==> src/fixed_point_requantizer_defines.svh <==
// Assertion macros for the requantizer. The enclosing module must have clk and arst_n.
`ifndef FIXED_POINT_REQUANTIZER_DEFINES_SVH
`define FIXED_POINT_REQUANTIZER_DEFINES_SVH
`ifndef ASSERT_OFF
`define FPR_ASSERT(lbl, prop, msg) \
	lbl: assert property (@(posedge clk) disable iff (!arst_n) prop) else $error(msg);
`define FPR_ASSERT_ALWAYS(lbl, prop, msg) \
	lbl: assert property (@(posedge clk) prop) else $error(msg);
`else
`define FPR_ASSERT(lbl, prop, msg)
`define FPR_ASSERT_ALWAYS(lbl, prop, msg)
`endif
`endif

==> src/fpr_pkg.sv <==
`default_nettype none
package fpr_pkg;
	localparam int WORD_BITS_DEF = 64;
	localparam int SHIFT_W = 6;
	localparam int LEN_W = 7;
	localparam int CFG_IDX_W = 2;
	localparam int CFG_DATA_W = 7;

	typedef enum logic [CFG_IDX_W-1:0] {
		REG_ROUND_MODE  = 2'd0,
		REG_SIGNED_MODE = 2'd1,
		REG_WORD_LENGTH = 2'd2,
		REG_SATURATE    = 2'd3
	} cfg_reg_t;

	typedef enum logic [2:0] {
		RND_HALF_UP    = 3'd0,
		RND_HALF_ZERO  = 3'd1,
		RND_HALF_DOWN  = 3'd2,
		RND_HALF_AWAY  = 3'd3,
		RND_HALF_EVEN  = 3'd4,
		RND_HALF_ODD   = 3'd5,
		RND_TRUNC      = 3'd6,
		RND_TRUNC_ZERO = 3'd7
	} round_mode_t;

	typedef struct packed {
		logic             signed_mode;
		logic [LEN_W-1:0] word_length;
		logic             saturate;
	} fit_cfg_t;
endpackage
`default_nettype wire

==> src/fpr_round.sv <==
`default_nettype none
module fpr_round import fpr_pkg::*; #(
	parameter int WORD_BITS = WORD_BITS_DEF
) (
	input  wire logic [WORD_BITS-1:0] value,
	input  wire logic [SHIFT_W-1:0]   shift,
	input  wire round_mode_t          mode,
	output logic [WORD_BITS-1:0]      rounded
);
	localparam logic [WORD_BITS-1:0] ONES = {WORD_BITS{1'b1}};

	logic                 neg, half, rest, lsb, any_low, inc;
	logic [SHIFT_W-1:0]   shift_m1;
	logic [WORD_BITS-1:0] quot, half_word;

	always_comb begin
		shift_m1  = shift - SHIFT_W'(1);
		neg       = value[WORD_BITS-1];
		quot      = WORD_BITS'($signed(value) >>> shift);
		half_word = value >> shift_m1;
		half      = half_word[0];
		rest      = |(value & ~(ONES << shift_m1));
		any_low   = |(value & ~(ONES << shift));
		lsb       = quot[0];
		case (mode)
			RND_HALF_UP:    inc = half;
			RND_HALF_ZERO:  inc = half && (neg || rest);
			RND_HALF_DOWN:  inc = half && rest;
			RND_HALF_AWAY:  inc = half && (!neg || rest);
			RND_HALF_EVEN:  inc = half && (lsb || rest);
			RND_HALF_ODD:   inc = half && (!lsb || rest);
			RND_TRUNC:      inc = 1'b0;
			default:        inc = neg && any_low;
		endcase
		// A zero shift passes the value through unrounded in every mode.
		if (shift == '0) begin
			rounded = value;
		end else begin
			rounded = quot + WORD_BITS'(inc);
		end
	end
endmodule
`default_nettype wire

==> src/fpr_fit.sv <==
`default_nettype none
module fpr_fit import fpr_pkg::*; #(
	parameter int WORD_BITS = WORD_BITS_DEF
) (
	input  wire logic [WORD_BITS-1:0] value,
	input  wire fit_cfg_t             cfg,
	output logic [WORD_BITS-1:0]      result,
	output logic                      overflow
);
	localparam logic [WORD_BITS-1:0] ONES = {WORD_BITS{1'b1}};
	localparam logic [LEN_W-1:0] MAX_LEN = LEN_W'(WORD_BITS);
	localparam logic [LEN_W-1:0] MAX_ULEN = LEN_W'(WORD_BITS - 1);

	logic [LEN_W-1:0]     len;
	logic [WORD_BITS-1:0] keep, mn, mx, sign_word;
	logic                 below, above, sbit;

	always_comb begin
		if (cfg.signed_mode) begin
			if (cfg.word_length == '0) begin
				len = LEN_W'(1);
			end else if (cfg.word_length > MAX_LEN) begin
				len = MAX_LEN;
			end else begin
				len = cfg.word_length;
			end
		end else begin
			len = (cfg.word_length > MAX_ULEN) ? MAX_ULEN : cfg.word_length;
		end
		keep = ~(ONES << len);
		if (cfg.signed_mode) begin
			mx = ~(ONES << (len - LEN_W'(1)));
			mn = ~mx;
		end else begin
			mx = keep;
			mn = '0;
		end
		below     = $signed(value) < $signed(mn);
		above     = $signed(mx) < $signed(value);
		overflow  = below || above;
		sign_word = value >> (len - LEN_W'(1));
		sbit      = cfg.signed_mode && sign_word[0];
		if (!overflow) begin
			result = value;
		end else if (cfg.saturate) begin
			result = below ? mn : mx;
		end else if (sbit) begin
			result = value | ~keep;
		end else begin
			result = value & keep;
		end
	end
endmodule
`default_nettype wire

==> src/fixed_point_requantizer.sv <==
// Channel  | Signals                                   | Direction
// ---------+-------------------------------------------+----------
// request  | req_valid, req_ready, value_in, shift_amount | in
// response | rsp_valid, rsp_ready, value_out, overflow  | out
// config   | cfg_we, cfg_index, cfg_data                | in
//
// One item per cycle is sustained while the response side does not stall.
// Stage one registers the request, stage two holds the rounded value, the output
// register holds the fitted value and the overflow flag.
// A stage takes new data whenever it is empty or its contents move on, so a stall
// on the response side fills the three stages before req_ready drops.
// Reset clears the valid bits and loads the registers: truncate, signed, full width, wrap.
`default_nettype none
`include "fixed_point_requantizer_defines.svh"
module fixed_point_requantizer import fpr_pkg::*; #(
	parameter int WORD_BITS = WORD_BITS_DEF
) (
	input  wire logic                  clk,
	input  wire logic                  arst_n,
	input  wire logic                  req_valid,
	output logic                       req_ready,
	input  wire logic [WORD_BITS-1:0]  value_in,
	input  wire logic [SHIFT_W-1:0]    shift_amount,
	output logic                       rsp_valid,
	input  wire logic                  rsp_ready,
	output logic [WORD_BITS-1:0]       value_out,
	output logic                       overflow,
	input  wire logic                  cfg_we,
	input  wire logic [CFG_IDX_W-1:0]  cfg_index,
	input  wire logic [CFG_DATA_W-1:0] cfg_data
);
	round_mode_t          round_mode_q;
	fit_cfg_t             fit_cfg_q;
	logic                 valid_s1, valid_s2, valid_q;
	logic [WORD_BITS-1:0] value_s1, round_s2, value_q;
	logic [SHIFT_W-1:0]   shift_s1;
	logic                 ovf_q;
	logic                 ready_o, ready_s2;
	logic [WORD_BITS-1:0] rounded, fitted;
	logic                 fit_ovf;

	always_ff @(posedge clk or negedge arst_n) begin
		if (!arst_n) begin
			round_mode_q          <= RND_TRUNC;
			fit_cfg_q.signed_mode <= 1'b1;
			fit_cfg_q.word_length <= LEN_W'(64);
			fit_cfg_q.saturate    <= 1'b0;
		end else if (cfg_we) begin
			case (cfg_reg_t'(cfg_index))
				REG_ROUND_MODE:  round_mode_q          <= round_mode_t'(cfg_data[2:0]);
				REG_SIGNED_MODE: fit_cfg_q.signed_mode <= cfg_data[0];
				REG_WORD_LENGTH: fit_cfg_q.word_length <= cfg_data[LEN_W-1:0];
				REG_SATURATE:    fit_cfg_q.saturate    <= cfg_data[0];
				default: ;
			endcase
		end
	end

	assign ready_o   = !valid_q || rsp_ready;
	assign ready_s2  = !valid_s2 || ready_o;
	assign req_ready = !valid_s1 || ready_s2;

	fpr_round #(.WORD_BITS(WORD_BITS)) u_round (
		.value   (value_s1),
		.shift   (shift_s1),
		.mode    (round_mode_q),
		.rounded (rounded)
	);

	fpr_fit #(.WORD_BITS(WORD_BITS)) u_fit (
		.value    (round_s2),
		.cfg      (fit_cfg_q),
		.result   (fitted),
		.overflow (fit_ovf)
	);

	always_ff @(posedge clk or negedge arst_n) begin
		if (!arst_n) begin
			valid_s1 <= 1'b0;
			valid_s2 <= 1'b0;
			valid_q  <= 1'b0;
		end else begin
			if (req_ready) begin
				valid_s1 <= req_valid;
			end
			if (ready_s2) begin
				valid_s2 <= valid_s1;
			end
			if (ready_o) begin
				valid_q <= valid_s2;
			end
		end
	end

	always_ff @(posedge clk) begin
		if (req_ready && req_valid) begin
			value_s1 <= value_in;
			shift_s1 <= shift_amount;
		end
		if (ready_s2 && valid_s1) begin
			round_s2 <= rounded;
		end
		if (ready_o && valid_s2) begin
			value_q <= fitted;
			ovf_q   <= fit_ovf;
		end
	end

	assign rsp_valid = valid_q;
	assign value_out = value_q;
	assign overflow  = ovf_q;

	// A full-width signed word holds every rounded value.
	`FPR_ASSERT(a_full_width_no_ovf, valid_q && fit_cfg_q.signed_mode && (fit_cfg_q.word_length >= LEN_W'(WORD_BITS)) && $stable(fit_cfg_q) |-> !overflow, "overflow on a full-width signed word")
	// Saturating to an unsigned word never yields a negative result.
	`FPR_ASSERT(a_unsigned_sat_nonneg, valid_q && !fit_cfg_q.signed_mode && fit_cfg_q.saturate && $stable(fit_cfg_q) |-> !value_out[WORD_BITS-1], "negative unsigned saturation result")
	// A rounded value that cannot move on stays in place.
	`FPR_ASSERT(a_s2_holds, valid_s2 && !ready_o |=> valid_s2 && $stable(round_s2), "stage two lost or changed a stalled value")
	`FPR_ASSERT_ALWAYS(a_reset_empty, !arst_n |-> !valid_q && !valid_s1 && !valid_s2, "pipeline not empty in reset")
endmodule
`default_nettype wire
==> config.mk <==
export PLATFORM = sky130hd
export DESIGN_NAME = fixed_point_requantizer
export DESIGN_NICKNAME = d
export VERILOG_FILES = /design/src/fpr_pkg.sv /design/src/fpr_round.sv /design/src/fpr_fit.sv /design/src/fixed_point_requantizer.sv
export VERILOG_INCLUDE_DIRS = /design/src /design/src/src
export SDC_FILE = /design/constraint.sdc
export NUM_CORES = 1
export LEC_CHECK = 0
export BUFFER_PORTS_ARGS = -buffer_cell sky130_fd_sc_hd__buf_2
export CELL_PAD_IN_SITES_DETAIL_PLACEMENT = 1
export CELL_PAD_IN_SITES_GLOBAL_PLACEMENT = 1
export CORE_UTILIZATION = 44
export DETAILED_ROUTE_END_ITERATION = 6
export GPL_TIMING_DRIVEN = 0
export PLACE_DENSITY_LB_ADDON = 0.2
export SKIP_CTS_REPAIR_TIMING = 1
export SYNTH_ARGS = -nofsm -noshare
export SYNTH_HDL_FRONTEND = slang
export SYNTH_SLANG_ARGS = --single-unit
==> constraint.sdc <==
create_clock -name clk -period 7.1 [get_ports clk]
set_input_delay 1.775 -clock clk [delete_from_list [all_inputs] [get_ports clk]]
set_output_delay 1.775 -clock clk [all_outputs]
set_load 0.05 [all_outputs]
==> impl_summary.log <==
INFO  metric run_status = finished, violations left
INFO  metric failed_checks = design-rule violations, negative setup slack
INFO  metric gp_routability_congestion = about 1.1
INFO  metric clk_latency = 0.62 ns
INFO  metric worstPathCellList = clkbuf_2 > nor2_1 > a31o_2 > and2_1 > clkbuf_1 > clkbuf_2 > nand2_1 > a21oi_1 > ha_1 > nand4_1 > nor3_4 > nand3_2 > or4_1 > a211o_1 > nand3_4 > a21o_4 > and2_0 > clkbuf_2 > buf_6 > buf_6 > nor2_4 > a221oi_2
INFO  metric clock_sink_count = 214
INFO  metric crit_type = register to register
INFO  metric worst_slew_pin_slew = around 1.4 ns
INFO  metric final_antenna_net_count = 0
INFO  metric post-synth-top-area-fraction = 23.85%
INFO  metric r2r_slack = -0.05 ns
INFO  metric synth.net_count = 3085
INFO  metric fin_skew = 0.03326 ns
INFO  metric num_vias = between 20k and 30k
INFO  metric leakage = 10.80 nW
INFO  metric path_buf_inv = 6
INFO  metric worst_ep_required_time = 7.50 ns
INFO  metric cts_root_buffer = clkbuf_16
INFO  metric grt_first_pass_wirelength = 207.6 mm
INFO  metric drt-initial-drc-count = 3812
INFO  metric critical_path.startpoint_type = register
INFO  metric worstSetupEndpointType = register
INFO  metric synth_top_cells_by_count = nand2_1 (258), a21oi_1 (239), nor2_1 (231)
INFO  metric grt_pass1_vias = roughly 29k
INFO  metric cts_made_buffers = 27
INFO  metric timing.critical_path.max_delay_family = simple AND/OR/NAND/NOR gates
INFO  metric postSynthRegisterBits = 214
INFO  metric yosysMostFrequentCell = nand2_1
INFO  metric area.growth.synth_to_final = 14.02%
INFO  metric timing.reg2reg.worst_path_depth = 22
INFO  metric die_area = between 50000 and 60000 um^2
INFO  metric clock.fmax = 139.8 MHz
INFO  metric yosys-top-cells-area = edfxtp_1 (24%), mux4_2 (10%), ha_1 (7.0%), a21oi_1 (4.8%), o21ai_0 (4.5%)
INFO  metric max_cap_violations = 0
INFO  metric critical_path.reg2reg.endpoint = value_out[31]
INFO  metric number_of_enable_type_register_cells_in_the_synthesized_netlist = 199
INFO  metric worstPathArrival = ~7.6 ns
INFO  metric critPathSlowestCell = or4_1
INFO  metric grtUsageTotal = around half
INFO  metric drc_errors = 13
INFO  metric h-tree-depth = 1
INFO  metric synth.largest_area_cell = edfxtp_1
INFO  metric layout-drive-gt1-share = 21.83%
INFO  metric wl_per_cell = 38.59 um
INFO  metric syn_area = 25050 um^2
INFO  metric cts.path.max_buffers = 3
INFO  metric placed_cells_incl_taps = 3769
INFO  metric yosysSeqAreaShare = 25.37%
INFO  metric reg2reg_launch_point = fit_cfg_q[7]
INFO  metric timing.final.hold_violations = 0
INFO  metric post-layout-total-power = 9.192 mW
INFO  metric yosys_warnings = 0
INFO  metric cts_tree = built
INFO  metric gr-total-overflow = 0
INFO  metric crit_start = fit_cfg_q[7]
INFO  metric boundaryPins = approximately 150
INFO  metric design.core.area = 56280 um^2
INFO  metric fp.dieW = 240.6 um
INFO  metric power-per-cell-area = 321.8 nW/um^2
INFO  metric final_slew_violations = 0
INFO  metric worst_hold_check_slack = 0.5083 ns
INFO  metric synth_cell_type_count = 111
INFO  metric dpl.hpwl = 114.7 mm
INFO  metric postLayoutSetupSlackWorst = -0.05321 ns
INFO  metric finalCriticalPeriod = about 7.2 ns
INFO  metric min_path_type = register to register
INFO  metric start_util = 44.51%
INFO  metric ir_worst_vdd = 235.4 uV
INFO  metric grt_antenna_before_repair = 2
INFO  metric relSlewSlack = under 10%
INFO  metric synth-async-reset-ratio = 7.009%
INFO  metric crit_top_cell = clkbuf_2
INFO  metric final.setup.tns = -0.2986 ns
INFO  metric drt_wl_total = 148.2 mm
INFO  metric timing.critical_path.fanout_max = 10
INFO  metric fin_cells = 3841
INFO  metric grt_max_degree = 71
INFO  metric timing.final.crit_share = 100.7%
INFO  metric synthCells = 2861
INFO  metric setup-violations-final = 9
INFO  metric path_depth = 22
INFO  metric critical_path.endpoint = value_out[31]
INFO  metric synth-main-ff-cell = edfxtp_1
INFO  metric syn-mean-instance-area = between 8 and 9 um^2
INFO  metric max_stage_delay = about 0.57 ns
INFO  metric port-buffer-count = 150
INFO  metric finish.net_count = 3282
INFO  metric rows = 87
INFO  metric avgViaCountPerCell = 7.426
INFO  metric clk_pin_slew = 0.06 ns
INFO  metric die_height = ~240 um
INFO  metric drtPass1Iterations = 7
## sequential cells by signal, indices dropped and copies added (netlist names)
register      cells
round_s2         64
value_out        64
value_s1         64
fit_cfg_q         9
shift_s1          6
round_mode_q      3
overflow          1
rsp_valid         1
valid_s1          1
valid_s2          1
## cell usage in the layout, fill, tap and decap left out, types with 21 or more instances in the layout
master and n:
nand2_1 251, a21oi_1 228, nor2_1 222, o21ai_0 201, edfxtp_1 199, buf_2 180
ha_1 136, inv_1 126, clkbuf_1 122, mux4_2 113, mux2i_1 93, mux2_2 74
nand3_1 55, a21o_1 50, nor3_1 48, o211ai_1 44, nand4_1 40, buf_4 38
xnor2_1 37, o22ai_1 36, o21ai_1 32, o21a_1 32, nand2b_1 29, buf_6 27
clkbuf_16 27, and2_1 26, a211oi_1 25, a31oi_1 24, clkbuf_2 21, xor2_1 21
## worst reg2reg max path: cells and delay by family (launching register included)
kind / cells / cell delay (ns)
buffers and inverters: 6 / 1.82
flip-flops: 1 / 0.40
AND/OR/NAND/NOR: 10 / 2.82
AO/OA/AOI/OAI: 5 / 1.71
adder cells (fa/ha/maj): 1 / 0.22
## worst min path at each step
stage,to,cells past startpoint,slack (ns),start
2_1_floorplan,valid_s2,1,0.45,valid_s1
3_3_place_gp,valid_s2,1,0.46,valid_s1
3_5_place_dp,valid_s2,1,0.50,valid_s1
4_1_cts,valid_s2,1,0.52,valid_s1
5_1_grt,valid_s2,1,0.54,valid_s1
6_report,valid_s2,1,0.51,valid_s1
## metrics by stage
step / utilization (%) / cell area [um^2] / worst slack (ns)
3_3_place_gp: 47.53 / 26750 / -3.490
5_1_grt: 50.72 / 28550 / -0.1632
3_5_place_dp: 47.62 / 26800 / -3.503
2_1_floorplan: - / 25050 / 0.4935
4_1_cts: 49.12 / 27640 / -3.530
6_report: 50.75 / 28560 / -0.05321
## cell type report
cell class	instances	area, um^2
clock inverters	15	141.4
inverters	138	528.0
plain buffers	246	1450
diodes	7	17.52
flip-flops and latches	214	6357
well taps	756	945.9
fillers	6599	27710
repair buffers	177	1003
multi-input cells	2254	17420
clock buffers	34	701.9
## report_power, final
group / total [mW] / switching (mW) / internal (mW) / leakage [nW]
Combinational: 5.91 / 4.06 / 1.84 / 8.29
Clock: 1.37 / 0.597 / 0.772 / 0.408
Sequential: 1.92 / 0.199 / 1.72 / 2.10
Total: 9.19 / 4.86 / 4.33 / 10.8
## per-layer routing
layer | GRT usage [%] | vias up | share of wire (%)
li1 | - | 11280 | -
met1 | 54.58 | 13850 | 33
met2 | 77.89 | 2462 | 43
met3 | 14.65 | 937 | 11
met4 | 51.59 | 2 | 12
met5 | 0 | - | 0.0088
## kinds of logic (layout without fill, tap and decap cells)
group / count (synthesis) / after routing / share of synthesized area (%)
compound gates: 921 / 921 / 23.72
mux: 287 / 287 / 17.81
fa+ha+maj: 140 / 140 / 6.992
flops: 214 / 214 / 25.37
other cells: 0 / 7 / 0
simple gates: 846 / 846 / 16.48
buf+inv: 393 / 610 / 7.527
xor+xnor: 60 / 60 / 2.098
(Power assumes the default switching activity.)
